### src/hw/rtl/crm_pkg.sv
// Package with the key, frame constants and pipeline lane type of the response mixer.
`timescale 1ns / 1ps
`default_nettype none

package crm_pkg;

    localparam logic [63:0] MIX_KEY      = 64'h5461a928b17834df;
    localparam logic [7:0]  FRAME_HEADER = 8'h06;
    localparam logic [7:0]  FRAME_LENGTH = 8'h08;

    typedef struct packed {
        logic        valid;
        logic [63:0] x;
        logic [63:0] y;
    } lane_t;

    // Rotates the key left by the given amount.
    function automatic logic [63:0] rotl_key(input logic [5:0] amount);
        logic [127:0] doubled;
        doubled = {MIX_KEY, MIX_KEY} << amount;
        return doubled[127:64];
    endfunction

endpackage

`default_nettype wire

### src/hw/rtl/crm_chal_if.sv
// Handshake interface that carries challenge transfers.
`timescale 1ns / 1ps
`default_nettype none

interface crm_chal_if;
    logic        valid;
    logic        ready;
    logic [63:0] challenge;

    modport source (output valid, output challenge, input ready);
    modport sink (input valid, input challenge, output ready);
endinterface

`default_nettype wire

### src/hw/rtl/crm_prep.sv
// Entry stage that whitens the challenge with the key.
`timescale 1ns / 1ps
`default_nettype none

module crm_prep
(
    input  wire logic          clk,
    input  wire logic          rst_n,
    input  wire logic          advance,
    crm_chal_if.sink           chal,
    output crm_pkg::lane_t     lane
);

    logic        valid_reg;
    logic        valid_next;
    logic [63:0] x_reg;
    logic [63:0] x_next;

    assign chal.ready = advance;

    always_comb
    begin
        valid_next = chal.valid;
        x_next     = (chal.challenge + crm_pkg::MIX_KEY) ^ crm_pkg::MIX_KEY;
    end

    always_ff @(posedge clk or negedge rst_n)
    begin
        if (!rst_n)
        begin
            valid_reg <= 1'b0;
        end
        else if (advance)
        begin
            valid_reg <= valid_next;
        end
    end

    always_ff @(posedge clk)
    begin
        if (advance)
        begin
            x_reg <= x_next;
        end
    end

    assign lane.valid = valid_reg;
    assign lane.x     = x_reg;
    assign lane.y     = 64'd0;

endmodule

`default_nettype wire

### src/flat_wrapper.sv
// flat-port wrapper written by rule: the top's interface ports become plain ports
module crm_prep_flat 
  (clk, rst_n, advance, lane, chal_valid, chal_challenge, chal_ready);
  crm_chal_if chal_i ();
  input  wire logic clk;
  input  wire logic rst_n;
  input  wire logic advance;
  output crm_pkg::lane_t lane;
  input wire logic [$bits(chal_i.valid)-1:0] chal_valid;
  input wire logic [$bits(chal_i.challenge)-1:0] chal_challenge;
  output wire logic [$bits(chal_i.ready)-1:0] chal_ready;
  assign chal_i.valid = chal_valid;
  assign chal_i.challenge = chal_challenge;
  assign chal_ready = chal_i.ready;
  crm_prep u_core (.clk(clk), .rst_n(rst_n), .advance(advance), .chal(chal_i), .lane(lane));
endmodule
### config.mk
export PLATFORM = sky130hd
export DESIGN_NAME = crm_prep_flat
export DESIGN_NICKNAME = d
export VERILOG_FILES = /design/src/hw/rtl/crm_pkg.sv /design/src/hw/rtl/crm_chal_if.sv /design/src/hw/rtl/crm_prep.sv /design/src/flat_wrapper.sv
export SDC_FILE = /design/constraint.sdc
export NUM_CORES = 1
export LEC_CHECK = 0
export ABC_AREA = 1
export ABC_CLOCK_PERIOD_IN_PS = 1820
export BUFFER_PORTS_ARGS = -buffer_cell sky130_fd_sc_hd__buf_4
export CAP_MARGIN = 20
export CORE_MARGIN = 2
export CORE_UTILIZATION = 57
export CTS_CLUSTER_SIZE = 24
export DETAILED_ROUTE_END_ITERATION = 6
export GPL_ROUTABILITY_DRIVEN = 1
export PLACE_DENSITY = 0.92
export SLEW_MARGIN = 20
export SYNTH_ARGS = -nofsm -noshare
export SYNTH_HDL_FRONTEND = slang
export SYNTH_SLANG_ARGS = --single-unit
export TNS_END_PERCENT = 20
### constraint.sdc
create_clock -name clk -period 1.82 [get_ports clk]
set_input_delay 0.455 -clock clk [delete_from_list [all_inputs] [get_ports clk]]
set_output_delay 0.455 -clock clk [all_outputs]
set_load 0.03 [all_outputs]
# Yosys cells after proc, flatten, opt, wreduce, memory -nomap -nowiden
# Cells that the tools add are included.
# word_totals
reg_bits	65
latchBits	0
ramBits	0
mem_bits_ro	0
in_bits	68
elab_cells	4
n_memories	0
# op_classes
add_sub_neg	1
mul	0
div	0
order_cmp	0
eq_ne	0
shifts	0
muxes	0
bitwise_logic	1
n_reduce_logical	0
# ops
cell	n
$add 64x63->64 const B	1
$not 30->30	1

# Logic depth before layout (Yosys ltp)
# depth
depth_word	2
ltp_mapped	13

# Worst setup path before layout
# Ideal clock, no wire load.
# synth_timing
path_type	in2reg
from	in chal_challenge[0]
to	reg u_core.x_reg[62], data pin
arrival_time_ns	1.480
t_required_ns	1.568
slack_ns	0.088
cell_stages	12
n_path_buf	0
cell_sequence	inv_1 -> ha_1 -> inv_1 -> nor2_1 -> a21oi_1 -> nand2_1 -> nand2_1 -> nand2_1 -> nand2_1 -> nand2_1 -> nand3_1 -> nand2_1
# synth_between
elab_chain_cells	2
# synth_rtl
element	line	text
from (decl)	flat_wrapper.sv:10	input wire logic [$bits(chal_i.challenge)-1:0] chal_challenge;
$add 64x63->64	crm_prep.sv:24	x_next = (chal.challenge + crm_pkg::MIX_KEY) ^ crm_pkg::MIX_KEY;
$not 30->30 (no source line)	-	
net u_core.x_next[62]	crm_prep.sv:17	logic [63:0] x_next;
to (signal assigned)	crm_prep.sv:43	x_reg <= x_next;
to (decl)	crm_prep.sv:16	logic [63:0] x_reg;
# The timed path passes the listed nets, and every way through them passes these cells.
# A chain may end at the register's enable or synchronous reset.

# Worst setup path in the final report
# layout_timing
from	in chal_challenge[10]
to	reg u_core.x_reg[55], data pin
# layout_between
elab_chain_cells	1
# layout_rtl
element	line
$add 64x63->64	crm_prep.sv:24
net u_core.x_next[55]	crm_prep.sv:17
# The timed path passes the listed nets, and every way through them passes these cells.

==> flow_summary.toml <==
[synth]
syn_inst = 981
syn_area_per_cell_um2 = 6.36
ys_ff_latch = 65
synth_cell_types = 30
syn_area_um2 = 6240
yosysWarnings = 0
ys_seq_area_frac = 0.312

[setup_path]
startpoint = "chal_challenge[10]"
required_ns = 1.94
criticalPathCategory = "in2reg"
reg2reg_from = "u_core.valid_reg$_DFFE_PN0P_"
path_max_fanout = 4
critPathArrivalTime_ns = 1.89
worstSetupStartpointType = "input port"
cp-end-kind = "register"

[global_routing]
antenna_found_initial = 0
grt_use_total = 0.379
grt_max_degree = 36
grt_pass1_wl_mm = 33.6
grt_pass1_vias = 6801
grt_overflow_total = 0

[cts]
clockRootBuffer = "clkbuf_8"
clock-sinks = 65
numCtsBuffers = 9
clk_latency_ns = 0.36
path_clk_slew_ns = 0.07
htree_levels = 3
clk_path_buf_depth = 2
cts_tree = "yes"

[detailed_routing]
met1_length_mm = 8.51
vias = 7416
drc = 3
dr.max_layer_used = "met4"
dr.pass1.iters = 7
drt-total-wl_mm = 22.2
met3WireLength_mm = 3.05
wl_per_cell_um = 15.8
dr_wl_met2_mm = 9.77
drt_iter0_drc = 916
ant_nets = 0
vias_per_cell = 5.27

[timing]
drv_slew = 0
fmaxAchievable_mhz = 565
hold_viol = 0
fin_setup_tns_ns = 0
fin_crit_sh = 0.973
final.min_clock_period_ns = 1.77
setup_violations = 0
skew_ns = 0

[floorplan]
die_h_um = 109
die_w_um = 109
dieArea_um2 = 11800
coreArea_um2 = 10700
num_rows = 38
initial_utilization = 0.581
pin_count = 198

[run]
max_cap_viol_count = 0

[hold_path]
worstHoldPathType = "in2reg"
min_from = "chal_valid"

[run_status]
violations = "DRC"
outcome = "finished with violations"

[power_and_ir_drop]
ir_drop_v = 0.000425
p_leak_nw = 4.54
powerDensity_nw_per_um2 = 575

[finish]
n_antenna_cell = 0
fin_cells = 1406
fin_util = 0.782
drive_above_1_share = 0.290
areaGrowthSynthToFinish_pct = 34.7
largest_register_ffs = 64
nets = 1330

[placement]
hpwl_mm = 18.3
place_inst = 1389
gp_congestion = 1.08
io_buffers = 133
-- per-stage QoR --
stage / instance area [um^2] / power [mW] / worst slack, ns / hold WS, ns
final: 8410 / 4.83 / 0.0498 / 0.338
after detailed placement: 8210 / 3.67 / -0.272 / 0.231
after global routing: 8410 / 5.01 / -0.00114 / 0.340
after CTS: 8390 / 4.78 / 0.0801 / 0.342
after global placement: 8210 / 3.62 / -0.301 / 0.230
after floorplan: 6480 / 2.95 / 0.0883 / 0.159
-- layout make-up --
type,count,area [um^2]
clock buffers,9,124
multi-input cells,743,3410
repair buffers,275,2080
fillers,816,2340
flip-flops and latches,65,1950
clock inverters,7,46.3
inverters,167,627
well taps,140,175
-- synth_stat cells --
cell type,instances,area [um^2]
nor3_1,8,40.0
edfxtp_1,64,1920
nor3_2,5,50.1
nand2_1,339,1270
o21ai_0,9,45.0
nand4_1,15,93.8
inv_1,145,544
nor2_1,108,405
o21ai_1,4,20.0
buf_4,68,510
dfrtp_1,1,25.0
clkinv_1,1,3.75
nand2_2,15,93.8
inv_2,21,78.8
conb_1,1,3.75
nand3_1,73,365
ha_1,1,12.5
o21bai_1,6,45.0
a31oi_1,1,6.26
o21ai_2,1,8.76
nor2_4,9,101
and2_1,1,6.26
o22ai_1,2,12.5
a21oi_1,28,140
buf_2,1,5.00
a21boi_0,1,7.51
mux2_2,1,11.3
nor2_2,19,119
xor2_1,32,280
nand3_2,1,10.0
-- cells in the final DEF (no fill, tap or decap), types with 2 or more instances in the layout --
| cell | netlist | routed |
|---|---|---|
| clkinvlp_4 | 0 | 2 |
| nand2_1 | 339 | 338 |
| conb_1 | 1 | 64 |
| o22ai_1 | 2 | 2 |
| clkinv_1 | 1 | 2 |
| edfxtp_1 | 64 | 64 |
| nor3_2 | 5 | 5 |
| buf_4 | 68 | 273 |
| o21bai_1 | 6 | 6 |
| clkinv_2 | 0 | 2 |
| o21ai_1 | 4 | 4 |
| nand3_1 | 73 | 73 |
| a21oi_1 | 28 | 27 |
| nor2_2 | 19 | 22 |
| inv_1 | 145 | 145 |
| inv_2 | 21 | 21 |
| o21ai_0 | 9 | 9 |
| nor3_1 | 8 | 8 |
| clkbuf_8 | 0 | 9 |
| nand2_2 | 15 | 16 |
| nor2_4 | 9 | 10 |
| nor2_1 | 108 | 104 |
| nand4_1 | 15 | 15 |
| xor2_1 | 32 | 32 |
-- where the power goes --
| part | switching [mW] | internal, mW | total (mW) | leakage [nW] |
|---|---|---|---|---|
| clock | 0.655 | 0.491 | 1.15 | 0.0830 |
| sequential | 0.0492 | 1.83 | 1.88 | 0.637 |
| combinational | 1.17 | 0.639 | 1.81 | 3.82 |
| total | 1.87 | 2.96 | 4.83 | 4.54 |
-- timing repair --
item	CTS	global route
hold endpoints to repair	1	0
resized for setup	0	7
setup buffers	0	0
setup endpoints to repair	0	8
hold buffers	1	0
-- routing by layer --
metal  vias up  track usage
met5         -            0
met3        97       0.0801
met1      3293        0.521
met2       543        0.583
li1       3483            -
met4         0        0.157
-- worst max-delay path, stage by stage --
cell and delay, ns:
buf_4 0.12, inv_1 0.11, nand2_1 0.11, nor2_2 0.16
nand2_1 0.13, nor2_2 0.20, nand2_1 0.10, nand3_1 0.17
nand2_1 0.15, nand3_1 0.12, nand2_1 0.07
-- final timing paths --
path                       cells past startpoint  slack, ns                            to
max                                           11       0.05    u_core.x_reg[55]$_DFFE_PP_
min                                            2       0.34  u_core.valid_reg$_DFFE_PN0P_
max reg2reg                                    1       1.07  u_core.valid_reg$_DFFE_PN0P_
min reg2reg                                    1       0.53  u_core.valid_reg$_DFFE_PN0P_
max in group asynchronous                      2       1.31  u_core.valid_reg$_DFFE_PN0P_
min in group asynchronous                      2       0.44  u_core.valid_reg$_DFFE_PN0P_
-- cell families after synthesis --
kind of cell,share of synthesized area
flip-flops,0.312
buffers and inverters,0.183
XOR/XNOR,0.0449
other,0.000601
adder cells (fa/ha/maj),0.00200
AO/OA/AOI/OAI,0.0457
AND/OR/NAND/NOR,0.410
multiplexers,0.00180
(Power assumes the default switching activity.)
