===== src/hw/rtl/crm_pkg.sv =====
// Package with the key, frame constants and pipeline lane type of the response mixer.
`timescale 1ns / 1ps
`default_nettype none

package crm_pkg;

    localparam logic [63:0] MIX_KEY      = 64'h5461a928b17834df;
    localparam logic [7:0]  FRAME_HEADER = 8'h06;
    localparam logic [7:0]  FRAME_LENGTH = 8'h08;

    typedef struct packed {
        logic        valid;
        logic [63:0] x;
        logic [63:0] y;
    } lane_t;

    // Rotates the key left by the given amount.
    function automatic logic [63:0] rotl_key(input logic [5:0] amount);
        logic [127:0] doubled;
        doubled = {MIX_KEY, MIX_KEY} << amount;
        return doubled[127:64];
    endfunction

endpackage

`default_nettype wire


===== src/hw/rtl/crm_resp_if.sv =====
// Handshake interface that carries response transfers.
`timescale 1ns / 1ps
`default_nettype none

interface crm_resp_if;
    logic        valid;
    logic        ready;
    logic [63:0] response;
    logic [7:0]  frame_checksum;

    modport source (output valid, output response, output frame_checksum, input ready);
    modport sink (input valid, input response, input frame_checksum, output ready);
endinterface

`default_nettype wire


===== src/hw/rtl/crm_out.sv =====
// Output register stage that forms the frame checksum and drives the response channel.
`timescale 1ns / 1ps
`default_nettype none

module crm_out
(
    input  wire logic          clk,
    input  wire logic          rst_n,
    input  crm_pkg::lane_t     lane,
    output logic               advance,
    crm_resp_if.source         resp
);

    logic        valid_reg;
    logic        valid_next;
    logic [63:0] response_reg;
    logic [7:0]  checksum_reg;
    logic [7:0]  checksum_next;

    assign advance = !valid_reg || resp.ready;

    always_comb
    begin
        valid_next    = lane.valid;
        checksum_next = crm_pkg::FRAME_HEADER ^ crm_pkg::FRAME_LENGTH;
        for (int b = 0; b < 8; b++)
        begin
            checksum_next = checksum_next ^ lane.x[8*b +: 8];
        end
    end

    always_ff @(posedge clk or negedge rst_n)
    begin
        if (!rst_n)
        begin
            valid_reg <= 1'b0;
        end
        else if (advance)
        begin
            valid_reg <= valid_next;
        end
    end

    always_ff @(posedge clk)
    begin
        if (advance)
        begin
            response_reg <= lane.x;
            checksum_reg <= checksum_next;
        end
    end

    assign resp.valid          = valid_reg;
    assign resp.response       = response_reg;
    assign resp.frame_checksum = checksum_reg;

endmodule

`default_nettype wire


===== src/flat_wrapper.sv =====
// flat-port wrapper written by rule: the top's interface ports become plain ports
module crm_out_flat 
  (clk, rst_n, lane, advance, resp_valid, resp_response, resp_frame_checksum, resp_ready);
  crm_resp_if resp_i ();
  input  wire logic clk;
  input  wire logic rst_n;
  input  crm_pkg::lane_t lane;
  output logic advance;
  output wire logic [$bits(resp_i.valid)-1:0] resp_valid;
  output wire logic [$bits(resp_i.response)-1:0] resp_response;
  output wire logic [$bits(resp_i.frame_checksum)-1:0] resp_frame_checksum;
  input wire logic [$bits(resp_i.ready)-1:0] resp_ready;
  assign resp_valid = resp_i.valid;
  assign resp_response = resp_i.response;
  assign resp_frame_checksum = resp_i.frame_checksum;
  assign resp_i.ready = resp_ready;
  crm_out u_core (.clk(clk), .rst_n(rst_n), .lane(lane), .advance(advance), .resp(resp_i));
endmodule

===== config.mk =====
export PLATFORM = sky130hd
export DESIGN_NAME = crm_out_flat
export DESIGN_NICKNAME = d
export VERILOG_FILES = /design/src/hw/rtl/crm_pkg.sv /design/src/hw/rtl/crm_resp_if.sv /design/src/hw/rtl/crm_out.sv /design/src/flat_wrapper.sv
export SDC_FILE = /design/constraint.sdc
export NUM_CORES = 1
export LEC_CHECK = 0
export BUFFER_PORTS_ARGS = -buffer_cell sky130_fd_sc_hd__clkbuf_2
export CORE_MARGIN = 3
export CORE_UTILIZATION = 41
export CTS_BUF_LIST = sky130_fd_sc_hd__clkbuf_8
export DETAILED_ROUTE_END_ITERATION = 6
export PLACE_DENSITY_LB_ADDON = 0.2
export SLEW_MARGIN = 20
export SYNTH_ARGS = -nofsm -noshare
export SYNTH_HDL_FRONTEND = slang
export SYNTH_SLANG_ARGS = --single-unit
export TNS_END_PERCENT = 5

===== constraint.sdc =====
create_clock -name clk -period 2.7 [get_ports clk]
set_input_delay 0 -clock clk [delete_from_list [all_inputs] [get_ports clk]]
set_output_delay 0 -clock clk [all_outputs]
set_load 0.01 [all_outputs]

== Word-level counts from Yosys, hierarchy flattened ==
Index checks and enable logic that the tools add are counted.

* Register bits after elaboration: 73
* Latch bits: 0
* Bits in writable memories: 0
* Memory bits (read-only): 0
* Input bits: 132
* Output and inout bits: 74
* Logic and storage cells: 13
* Memories kept: 0

* $add $sub $neg: 0
* Multipliers: 0
* Div/mod/pow operators: 0
* Order comparisons: 0
* Equal/unequal tests: 0
* Shift-type cells: 0
* Multiplexer cells: 0
* Bitwise logic cells: 8
* Reductions and logical operators: 2

{| class="wikitable"
|+ Operator list
! operator !! number
|-
| XOR 8 bit || 7
|-
| inverter 3 bit || 1
|-
| zero test 1 bit || 1
|-
| logical OR 1 bit || 1
|}

== Longest topological paths before layout ==
Gate-level depths: netlist (run 1).

* Word-level depth: 8
* Mapped depth: 3
* Depth with buffers taken out: 3

== Worst setup path after synthesis (run 1) ==
No wires, ideal clock.

* Path kind: flip-flop to flip-flop
* Start: register u_core.valid_reg (netlist: u_core.resp.valid)
* End: register u_core.checksum_reg[0] (netlist: u_core.resp.frame_checksum[0]) (enable)
* Setup time: 447 ps
* Arrival: 2,154 ps
* Required time: 2,253 ps
* Path slack: 100 ps
* Cell stages (with the launch flop): 2
* Clock period less this slack: 2,600 ps
* Cells stage by stage: dfrtp_1 -> nand2b_1

* Longest elaborated chain between the ends: 2

{| class="wikitable"
|+ Ends and longest elaborated chain
! item !! line !! text
|-
| from (decl) || crm_out.sv:14 || <nowiki>logic valid_reg;</nowiki>
|-
| from (signal assigned) || crm_out.sv:40 || <nowiki>valid_reg <= valid_next;</nowiki>
|-
| zero test 1 bit || crm_out.sv:20 || <nowiki>assign advance = !valid_reg || resp.ready;</nowiki>
|-
| logical OR 1 bit || crm_out.sv:20 ||
|-
| named net advance || flat_wrapper.sv:8 || <nowiki>output logic advance;</nowiki>
|-
| to (signal assigned) || crm_out.sv:49 || <nowiki>checksum_reg <= checksum_next;</nowiki>
|-
| to (decl) || crm_out.sv:17 || <nowiki>logic [7:0] checksum_reg;</nowiki>
|}

The timed path passes the listed nets, and every way through them passes these cells.
A chain may end at the register's enable or synchronous reset.

== Worst setup path after layout (run 1) ==
* Start: register u_core.valid_reg (netlist: u_core.resp.valid)
* End: output port advance

* Longest elaborated chain between the ends: 2

{| class="wikitable"
|+ Ends and longest elaborated chain
! item !! line
|-
| zero test 1 bit || crm_out.sv:20
|-
| logical OR 1 bit || crm_out.sv:20
|-
| to (decl) || flat_wrapper.sv:8
|}

Every way passes these cells.

==> results of run 1 <==
[report_power, final]
group          switching [mW]  leakage [nW]  internal (mW)
Combinational           0.233          1.00          0.256
Sequential             0.0293         0.735           1.38
Clock                   0.370         0.106          0.441
[routing by layer]
metal | up-vias | track usage [%] | routed length [um]
met5 | - | 0 | 0
met2 | 91 | 28.2 | 3080
li1 | 911 | - | -
met4 | 0 | 8.07 | 100
met1 | 847 | 17.8 | 2250
met3 | 9 | 6.43 | 594
[timing repair]
action | CTS | global route
resized for setup | 0 | 0
hold endpoints to repair | 66 | 0
hold buffers | 67 | 0
setup buffers | 0 | 0
[cell families after synthesis]
| group | count (synthesis) |
|---|---|
| flops | 73 |
| xor+xnor | 56 |
| simple gates | 2 |
[final timing paths]
check | to | slack, ns | cells past startpoint
min | u_core.resp.valid | 0.41 | 3
max in group asynchronous | u_core.resp.valid | 2.09 | 3
min in group asynchronous | u_core.resp.valid | 0.51 | 3
max reg2reg | u_core.resp.response[29] | 1.16 | 1
min reg2reg | u_core.resp.valid | 1.18 | 2
max | advance | 0.97 | 2
[worst min-delay path: stages]
cell,delay [ns]
dlygate4sd3_1,0.52
clkbuf_2,0.09
nand2b_1,0.08
[cell usage in the layout, fill, tap and decap left out, types with 3 or more instances in the layout]
cell	n
clkbuf_2	141
clkbuf_8	10
dlygate4sd3_1	67
edfxtp_1	72
inv_1	3
xnor2_1	51
xor2_1	5
[cell type report]
type / instances / area, um^2
Clock buffer: 10 / 138
Clock inverter: 6 / 53.8
Fill cell: 397 / 1770
Multi-Input combinational cell: 58 / 510
Sequential cell: 73 / 2190
Tap cell: 75 / 93.8
Timing Repair Buffer: 208 / 1380
==> flow_summary_export.csv, run 1 <==
group,metric,value,unit
outcome,status,"complete, no violations",
layout,fin_area,4360,um^2
detailed_routing,first_iter_violations,63,
layout,final_cells,430,
worst_setup_path,path_class,"reg2out",
clock_network,h-tree-depth,3,
timing,setup_slack,0.973,ns
yosys,netlist_area,2690,um^2
layout,syn_to_final_growth,62.0,%
worst_setup_path,max_stage_delay,0.70,ns
timing,skew,0.00487,ns
hold_path,hp-class,"in2reg",
yosys,ys_top_cells_by_area,"edfxtp_1 80%, xnor2_1 17%, xor2_1 1.6%",
detailed_routing,wirelength,6020,um
global_route,first_global_vias,2089,
timing,period_share,64.0,%
global_route,grt_max_degree,75,
placed_design,dp_slack,1.17,ns
worst_setup_path,critical_path.startpoint,"u_core.resp.valid",
worst_setup_path,critPathLaunchType,"flop",
detailed_routing,routedWlPerCell,14.0,um
power_and_ir_drop,vdd_ir_drop_max,403,uV
yosys,ys_seq_area_share,81.3,%
layout,antenna_cells,0,
placed_design,numPortBuffers,141,
yosys,synth_xor_area_share,18.2,%
yosys,synth_edf_count,72,
clock_network,cts.reportedPaths.clkPinSlew,0.07,ns
clock_network,clockBufferDepth,2,
timing,hold_viol_final,0,
worst_setup_path,reg2reg_from,"u_core.resp.valid",
power_and_ir_drop,p_total,2.71,mW
timing,worst_slew_margin_rel,35.4,%
floorplanning,start_util,43.9,%
yosys,yosysUniqueCellTypes,5,
detailed_routing,drc,0,
worst_setup_path,critPathMaxFanout,74,
layout,fin_nets,482,
timing,tightest_slew,0.970,ns
yosys,ys_warn_count,0,
yosys,synth_flop_cell,"edfxtp_1",
floorplanning,core-area,6130,um^2
global_route,grt_first_pass_wirelength,9320,um
timing,setup_violations,0,
floorplanning,die_w,87,um
yosys,netlist_instances,131,
yosys,synth_top_family_by_area,"XOR/XNOR gates",
timing,layout_min_cycle_time,1.73,ns
placed_design,dpl_cell_area,3500,um^2
timing,final.setup.tns,0,ns
worst_setup_path,cp-end-kind,"output pin",
clock_network,clk_latency,0.32,ns
yosys,synth_common_cells,"72 x edfxtp_1, 51 x xnor2_1, 5 x xor2_1, 2 x nand2b_1, 1 x dfrtp_1",
global_route,grt_use_total,16.5,%
yosys,yosys.area_share.adder,0,%
yosys,synth_top_area_share,80.4,%
detailed_routing,vias,1858,
yosys,synth_nets,263,
worst_setup_path,critPathTopFamily,"simple AND/OR/NAND/NOR gates",
layout,drive_above_1_share,43.7,%
timing,rsz0062_at_grt,"false",
placed_design,routabilityCongestion,0.695,
detailed_routing,ant_nets,0,
worst_setup_path,crit_arrival,1.73,ns
detailed_routing,avgViaCountPerCell,4.32,
power_and_ir_drop,p_leak,1.84,nW
floorplanning,fp.dieArea,7570,um^2
timing,whs,0.406,ns
timing,drv_slew,0,
floorplanning,rows,28,
clock_network,clock-root-buffer,"clkbuf_8",
floorplanning,die_h,87,um
timing,fmax,579,MHz
layout,finish.utilization,71.1,%
layout,largest_reg_flops,64,
hold_path,min_from,"lane[128]",
yosys,async_flop_share,1.37,%
placed_design,placedCellCount,347,
yosys,synth_top_area_cell,"edfxtp_1",
clock_network,clock-sinks,73,
yosys,avgSynthCellArea,20.5,um^2
power_and_ir_drop,power_per_cell_area,622,nW/um^2
yosys,muxShareOfSynthArea,0,%
yosys,synth_seq_cells,73,
global_route,antenna_found_initial,0,
clock_network,cts_tree,"done",
worst_setup_path,worstPathRequired,2.70,ns
worst_setup_path,crit_slowest_cell,"nand2b_4",
yosys,synth-compound-area-share,0,%
worst_setup_path,crit_buf_inv,1,
floorplanning,io_pins,206,
run,maxCapViolCount,0,
worst_setup_path,path_cells,"nand2b_4, clkbuf_2",
yosys,synthSimpleGateAreaFrac,0.465,%
global_route,grt_overflow,0,
clock_network,cts_buffers,9,
yosys,synth_most_common_cell,"edfxtp_1",
detailed_routing,dr.pass1.iters,4,
No activity file was read; power rests on OpenSTA's default activity.
==> run 2, diff against run 1 <==
--- a/config.mk
+++ b/config.mk
@@ -5,9 +5,10 @@
 export SDC_FILE = /design/constraint.sdc
 export NUM_CORES = 1
 export LEC_CHECK = 0
+export ABC_AREA = 1
 export BUFFER_PORTS_ARGS = -buffer_cell sky130_fd_sc_hd__clkbuf_2
 export CORE_MARGIN = 3
-export CORE_UTILIZATION = 41
+export CORE_UTILIZATION = 43
 export CTS_BUF_LIST = sky130_fd_sc_hd__clkbuf_8
 export DETAILED_ROUTE_END_ITERATION = 6
 export PLACE_DENSITY_LB_ADDON = 0.2
==> constraint.sdc (replaced) <==
create_clock -name clk -period 1.61 [get_ports clk]
set_input_delay 0 -clock clk [delete_from_list [all_inputs] [get_ports clk]]
set_output_delay 0 -clock clk [all_outputs]
set_load 0.01 [all_outputs]
==> run 2 against run 1 <==
Against the previous run: highest routed layer unchanged; critical endpoint unchanged; wire length rose by 18%; combinational power rose by 64%; first-iteration DRC count rose by 16%; clock skew rose by 0.0031 ns; register-to-register slack got worse by 0.65 ns; synthesized cell count rose by 110%; flip-flop and latch count did not move; setup slack got worse by 0.59 ns; largest cell class unchanged; die area rose by 8.9%.
==> flow_summary_export.csv, run 2 <==
group,metric,value,unit
timing,worst_slew_margin_rel,84.3,%
detailed_routing,ant_nets,0,
yosys,synth_edf_count,72,
global_route,grt_use_total,17.6,%
timing,layout_min_cycle_time,1.22,ns
detailed_routing,vias,2636,
yosys,netlist_area,3090,um^2
clock_network,clock-sinks,73,
global_route,antenna_found_initial,0,
worst_setup_path,crit_arrival,1.22,ns
detailed_routing,top_layer,"met4",
global_route,grt_first_pass_wirelength,11600,um
floorplanning,die_w,90.8,um
floorplanning,rows,30,
worst_setup_path,cp-end-kind,"output pin",
timing,period_share,75.9,%
timing,rsz0062_at_grt,"false",
floorplanning,fp.dieArea,8240,um^2
worst_setup_path,path_class,"reg2out",
layout,layout_common_cells,"141 x clkbuf_2, 101 x nand2_1, 72 x edfxtp_1",
layout,final_common_cell,"clkbuf_2",
yosys,avgSynthCellArea,11.1,um^2
clock_network,postCtsSetupRepairBufs,0,
yosys,synth_common_cells,"102 x nand2_1, 72 x edfxtp_1, 50 x inv_1, 24 x nand3_1, 8 x xor2_1",
detailed_routing,drt-met1-wl,2650,um
clock_network,cts.reportedPaths.clkPinSlew,0.07,ns
worst_setup_path,worstPathRequired,1.61,ns
placed_design,dp_slack,0.520,ns
global_route,first_global_vias,2645,
detailed_routing,dr_wl_met2,3590,um
layout,fill_cells,499,
layout,antenna_cells,0,
yosys,yosysUniqueCellTypes,11,
detailed_routing,wirelength,7090,um
placed_design,dpl_cell_area,3960,um^2
clock_network,cts_tree,"done",
power_and_ir_drop,power_per_cell_area,894,nW/um^2
timing,setup_slack,0.387,ns
detailed_routing,wl_met3,666,um
yosys,async_flop_share,1.37,%
timing,fmax,818,MHz
detailed_routing,routedWlPerCell,11.8,um
detailed_routing,avgViaCountPerCell,4.39,
yosys,netlist_instances,278,
worst_setup_path,crit_buf_inv,2,
yosys,ys_seq_area_share,70.8,%
yosys,ys_warn_count,0,
detailed_routing,first_iter_violations,73,
yosys,synth_most_common_cell,"nand2_1",
floorplanning,die_h,90.8,um
clock_network,clk_latency,0.33,ns
worst_setup_path,critPathLaunchType,"flop",
timing,whs,0.199,ns
layout,syn_to_final_growth,55.0,%
floorplanning,start_util,45.0,%
yosys,ys_top_cells_by_area,"edfxtp_1 70%, nand2_1 12%, inv_1 6.1%",
floorplanning,io_pins,206,
power_and_ir_drop,vdd_ir_drop_max,617,uV
detailed_routing,dr.pass1.iters,5,
clock_network,clock-root-buffer,"clkbuf_8",
clock_network,cts_buffers,9,
placed_design,numPortBuffers,141,
placed_design,hpwlAfterDp,4500,um
worst_setup_path,max_stage_delay,0.42,ns
timing,setup_violations,0,
floorplanning,core-area,6870,um^2
yosys,synth_top_area_share,70.0,%
detailed_routing,drc,0,
yosys,synth_flop_cell,"edfxtp_1",
layout,largest_reg_flops,64,
worst_setup_path,critPathTopFamily,"flip-flops",
worst_setup_path,path_cells,"nand2_4, buf_12, clkbuf_2",
global_route,grt_max_degree,42,
clock_network,h-tree-depth,3,
timing,hold_viol_final,0,
worst_setup_path,critPathMaxFanout,33,
timing,tightest_slew,0.235,ns
placed_design,routabilityCongestion,0.748,
outcome,status,"complete, no violations",
timing,skew,0.00793,ns
timing,drv_slew,0,
yosys,synth_seq_cells,73,
hold_path,hp-class,"in2reg",
yosys,synth_top_area_cell,"edfxtp_1",
yosys,synth_nets,410,
global_route,grt_overflow,0,
layout,fin_nets,631,
layout,drive_above_1_share,32.5,%
timing,final.setup.tns,0,ns
clock_network,clockBufferDepth,2,
power_and_ir_drop,p_leak,2.44,nW
worst_setup_path,crit_slowest_cell,"dfrtp_1",
run,maxCapViolCount,0,
layout,fin_area,4790,um^2
layout,finish.utilization,69.7,%
-- run 2: cell type report --
type / count / area, um^2 / area share (%)
flip-flops and latches: 73 / 2190 / 45.7
repair buffers: 210 / 1420 / 29.6
multi-input cells: 151 / 708 / 14.8
inverters: 54 / 203 / 4.23
clock buffers: 9 / 124 / 2.59
well taps: 96 / 120 / 2.51
clock inverters: 7 / 31.3 / 0.653
-- run 2: timing repair --
| action | in CTS | in global routing |
|---|---|---|
| hold endpoints to repair | 66 | 0 |
| resized for setup | 0 | 0 |
| hold buffers | 67 | 0 |
-- run 2: final timing paths --
kind / from / end / slack [ns] / depth (start not counted)
worst max-delay path: u_core.resp.valid / advance / 0.39 / 3
worst min-delay path: resp_ready / u_core.resp.valid / 0.20 / 5
worst max register to register: u_core.resp.valid / u_core.resp.response[45] / 0.51 / 2
worst min register to register: u_core.resp.valid / u_core.resp.valid / 0.78 / 3
max in group asynchronous: rst_n / u_core.resp.valid / 1.00 / 3
min in group asynchronous: rst_n / u_core.resp.valid / 0.51 / 3
-- run 2: power by group --
part           internal (mW)  leakage, nW  switching (mW)  total [mW]
Sequential              2.27        0.734          0.0413        2.31
Clock                  0.532       0.0963           0.632        1.16
Combinational          0.378         1.61           0.424       0.802
Total                   3.18         2.44            1.10        4.28
-- run 2: logic make-up (layout without fill, tap and decap cells) --
kind of cell / count (synthesis) / count (layout) / share of synthesized area (%)
DFF: 73 / 73 / 70.8
and+or+nand+nor: 137 / 137 / 18.7
buffers and inverters: 54 / 280 / 6.56
xor gates and xnor gates: 14 / 14 / 3.97
-- run 2: metal layers --
metal,track usage [%],vias up
li1,-,1338
met1,18.7,1162
met2,31.3,119
met3,5.83,17
met4,8.54,0
met5,0,-
-- run 2: stage by stage --
stage,power (mW),std cells
floorplan,2.70,278
finish,4.28,600
global route,4.49,600
global placement,3.00,517
detailed placement,3.02,517
CTS,4.31,600
-- run 2: worst min-delay path, stage by stage --
cell and delay [ns]:
clkbuf_2 0.08, inv_1 0.08, nand2_4 0.07, buf_12 0.18, nand2_1 0.07
==> run 3, diff against run 2 <==
--- a/config.mk
+++ b/config.mk
@@ -8,7 +8,7 @@
 export ABC_AREA = 1
 export BUFFER_PORTS_ARGS = -buffer_cell sky130_fd_sc_hd__clkbuf_2
 export CORE_MARGIN = 3
-export CORE_UTILIZATION = 43
+export CORE_UTILIZATION = 39
 export CTS_BUF_LIST = sky130_fd_sc_hd__clkbuf_8
 export DETAILED_ROUTE_END_ITERATION = 6
 export PLACE_DENSITY_LB_ADDON = 0.2
==> constraint.sdc (replaced) <==
create_clock -name clk -period 1 [get_ports clk]
set_input_delay 0 -clock clk [delete_from_list [all_inputs] [get_ports clk]]
set_output_delay 0 -clock clk [all_outputs]
set_load 0.01 [all_outputs]
==> run 3 against run 2 <==
Against the previous run: the run now ends with setup timing left; clock skew shrank 0.00076 ns; via count grew 0.72%; non-clock buffer count grew 7; clock power grew 110%; combinational power grew 68%; design area grew 3.8%; worst hold slack lost 0.15 ns.
==> flow_summary_export.csv, run 3 (same netlist as run 2, synthesis figures left out) <==
group,metric,value,unit
detailed_routing,wirelength,7060,um
detailed_routing,first_iter_violations,53,
layout,largest_reg_flops,64,
clock_network,clk_latency,0.34,ns
outcome,violations,"setup timing",
outcome,status,"finished with violations",
detailed_routing,ant_nets,0,
timing,drv_slew,0,
layout,fill_cells,596,
placed_design,placedCellCount,522,
worst_setup_path,critPathLaunchType,"flop",
detailed_routing,dr.pass1.iters,4,
worst_setup_path,endpoint,"u_core.resp.response[22]",
placed_design,hpwlAfterDp,4950,um
timing,skew,0.00717,ns
global_route,grt_use_total,16.1,%
worst_setup_path,critPathMaxFanout,7,
floorplanning,fp.dieArea,9030,um^2
clock_network,h-tree-depth,3,
floorplanning,rows,31,
detailed_routing,drc,0,
run,maxCapViolCount,0,
global_route,grt_first_pass_wirelength,11100,um
power_and_ir_drop,p_leak,2.53,nW
placed_design,routabilityCongestion,0.738,
worst_setup_path,reg2reg_to,"u_core.resp.response[22]",
layout,fin_nets,638,
floorplanning,io_pins,206,
global_route,antenna_found_initial,0,
floorplanning,die_h,95.0,um
clock_network,clock-root-buffer,"clkbuf_8",
clock_network,clock-sinks,73,
hold_path,hp-class,"in2reg",
clock_network,cts_tree,"done",
layout,layout_common_cells,"134 x clkbuf_2, 100 x nand2_1, 72 x edfxtp_1",
layout,final_cells,610,
timing,setup_slack,-0.0972,ns
timing,worst_slew_margin_rel,86.2,%
layout,drive_above_1_share,34.1,%
timing,whs,0.0438,ns
global_route,grt_overflow,0,
clock_network,cts_buffers,9,
global_route,first_global_vias,2578,
timing,rsz0062_at_grt,"true",
detailed_routing,vias,2655,
clock_network,cts.reportedPaths.clkPinSlew,0.07,ns
timing,fmax,911,MHz
placed_design,dp_slack,-0.0312,ns
worst_setup_path,critical_path.startpoint,"u_core.resp.valid",
layout,antenna_cells,0,
floorplanning,start_util,41.3,%
timing,layout_min_cycle_time,1.10,ns
placed_design,numPortBuffers,141,
detailed_routing,routedWlPerCell,11.6,um
layout,final_common_cell,"clkbuf_2",
worst_setup_path,reg2reg_from,"u_core.resp.valid",
worst_setup_path,cp-end-kind,"flop",
power_and_ir_drop,power_per_cell_area,1500,nW/um^2
detailed_routing,avgViaCountPerCell,4.35,
timing,hold_viol_final,0,
worst_setup_path,reg2reg_depth,3,
worst_setup_path,crit_arrival,1.14,ns
floorplanning,die_w,95.0,um
timing,setup_violations,72,
floorplanning,core-area,7490,um^2
worst_setup_path,path_class,"reg2reg",
layout,syn_to_final_growth,60.9,%
clock_network,clockBufferDepth,2,
power_and_ir_drop,p_total,7.47,mW
worst_setup_path,worstPathRequired,1.05,ns
power_and_ir_drop,vdd_ir_drop_max,850,uV
global_route,grt_max_degree,25,
timing,period_share,110,%
worst_setup_path,r2r_setup_slack,-0.1,ns
timing,tightest_slew,0.205,ns
hold_path,holdPathStages,2,
run 3: how the worst min path moves through the flow:
stage | end | slack (ns) | startpoint
floorplan | u_core.resp.valid | -0.30 | rst_n
global placement | u_core.resp.valid | -0.22 | rst_n
detailed placement | u_core.resp.valid | -0.22 | rst_n
CTS | u_core.resp.response[31] | 0.13 | resp_ready
global route | u_core.resp.response[46] | 0.05 | lane[110]
finish | u_core.resp.response[61] | 0.04 | lane[125]
run 3: through the flow:
stage	util, %	TNS [ns]	area [um^2]
2_1_floorplan	-	-10.44	3110
3_3_place_gp	53.7	-0.332	4020
3_5_place_dp	53.7	-1.01	4020
4_1_cts	65.8	-3.73	4920
5_1_grt	66.4	-6.34	4970
6_report	66.4	-4.48	4970
run 3: cell type report:
class	instances	area, um^2	area share, %
sequential	73	2190	44.0
timing repair buffer	217	1520	30.6
multi-input combinational	151	729	14.7
inverter	54	203	4.08
clock buffer	9	124	2.49
tap	99	124	2.49
clock inverter	7	80.1	1.61
run 3: where the power goes:
part / internal, mW / leakage, nW / switching [mW]
Combinational: 0.663 / 1.68 / 0.688
Sequential: 3.66 / 0.734 / 0.0711
Clock: 1.37 / 0.118 / 1.03
Total: 5.69 / 2.53 / 1.79
run 3: worst max-delay path: stages, from the launching register on:
cell and delay, ns:
dfrtp_2 0.45, nand2_8 0.10, buf_12 0.11, buf_4 0.15
run 3: metal layers:
layer	up-vias	track usage, %	wire (um)
met5	-	0	0
met4	0	5.29	115
met3	8	6.63	719
met2	101	28.5	3520
met1	1188	17.4	2710
li1	1358	-	-
run 3: timing repair:
item	in CTS	in global routing
hold endpoints to repair	66	0
cloned	0	0
setup endpoints to repair	48	79
hold buffers	67	0
pin swaps	1	5
resized for setup	0	14
setup buffers	4	1
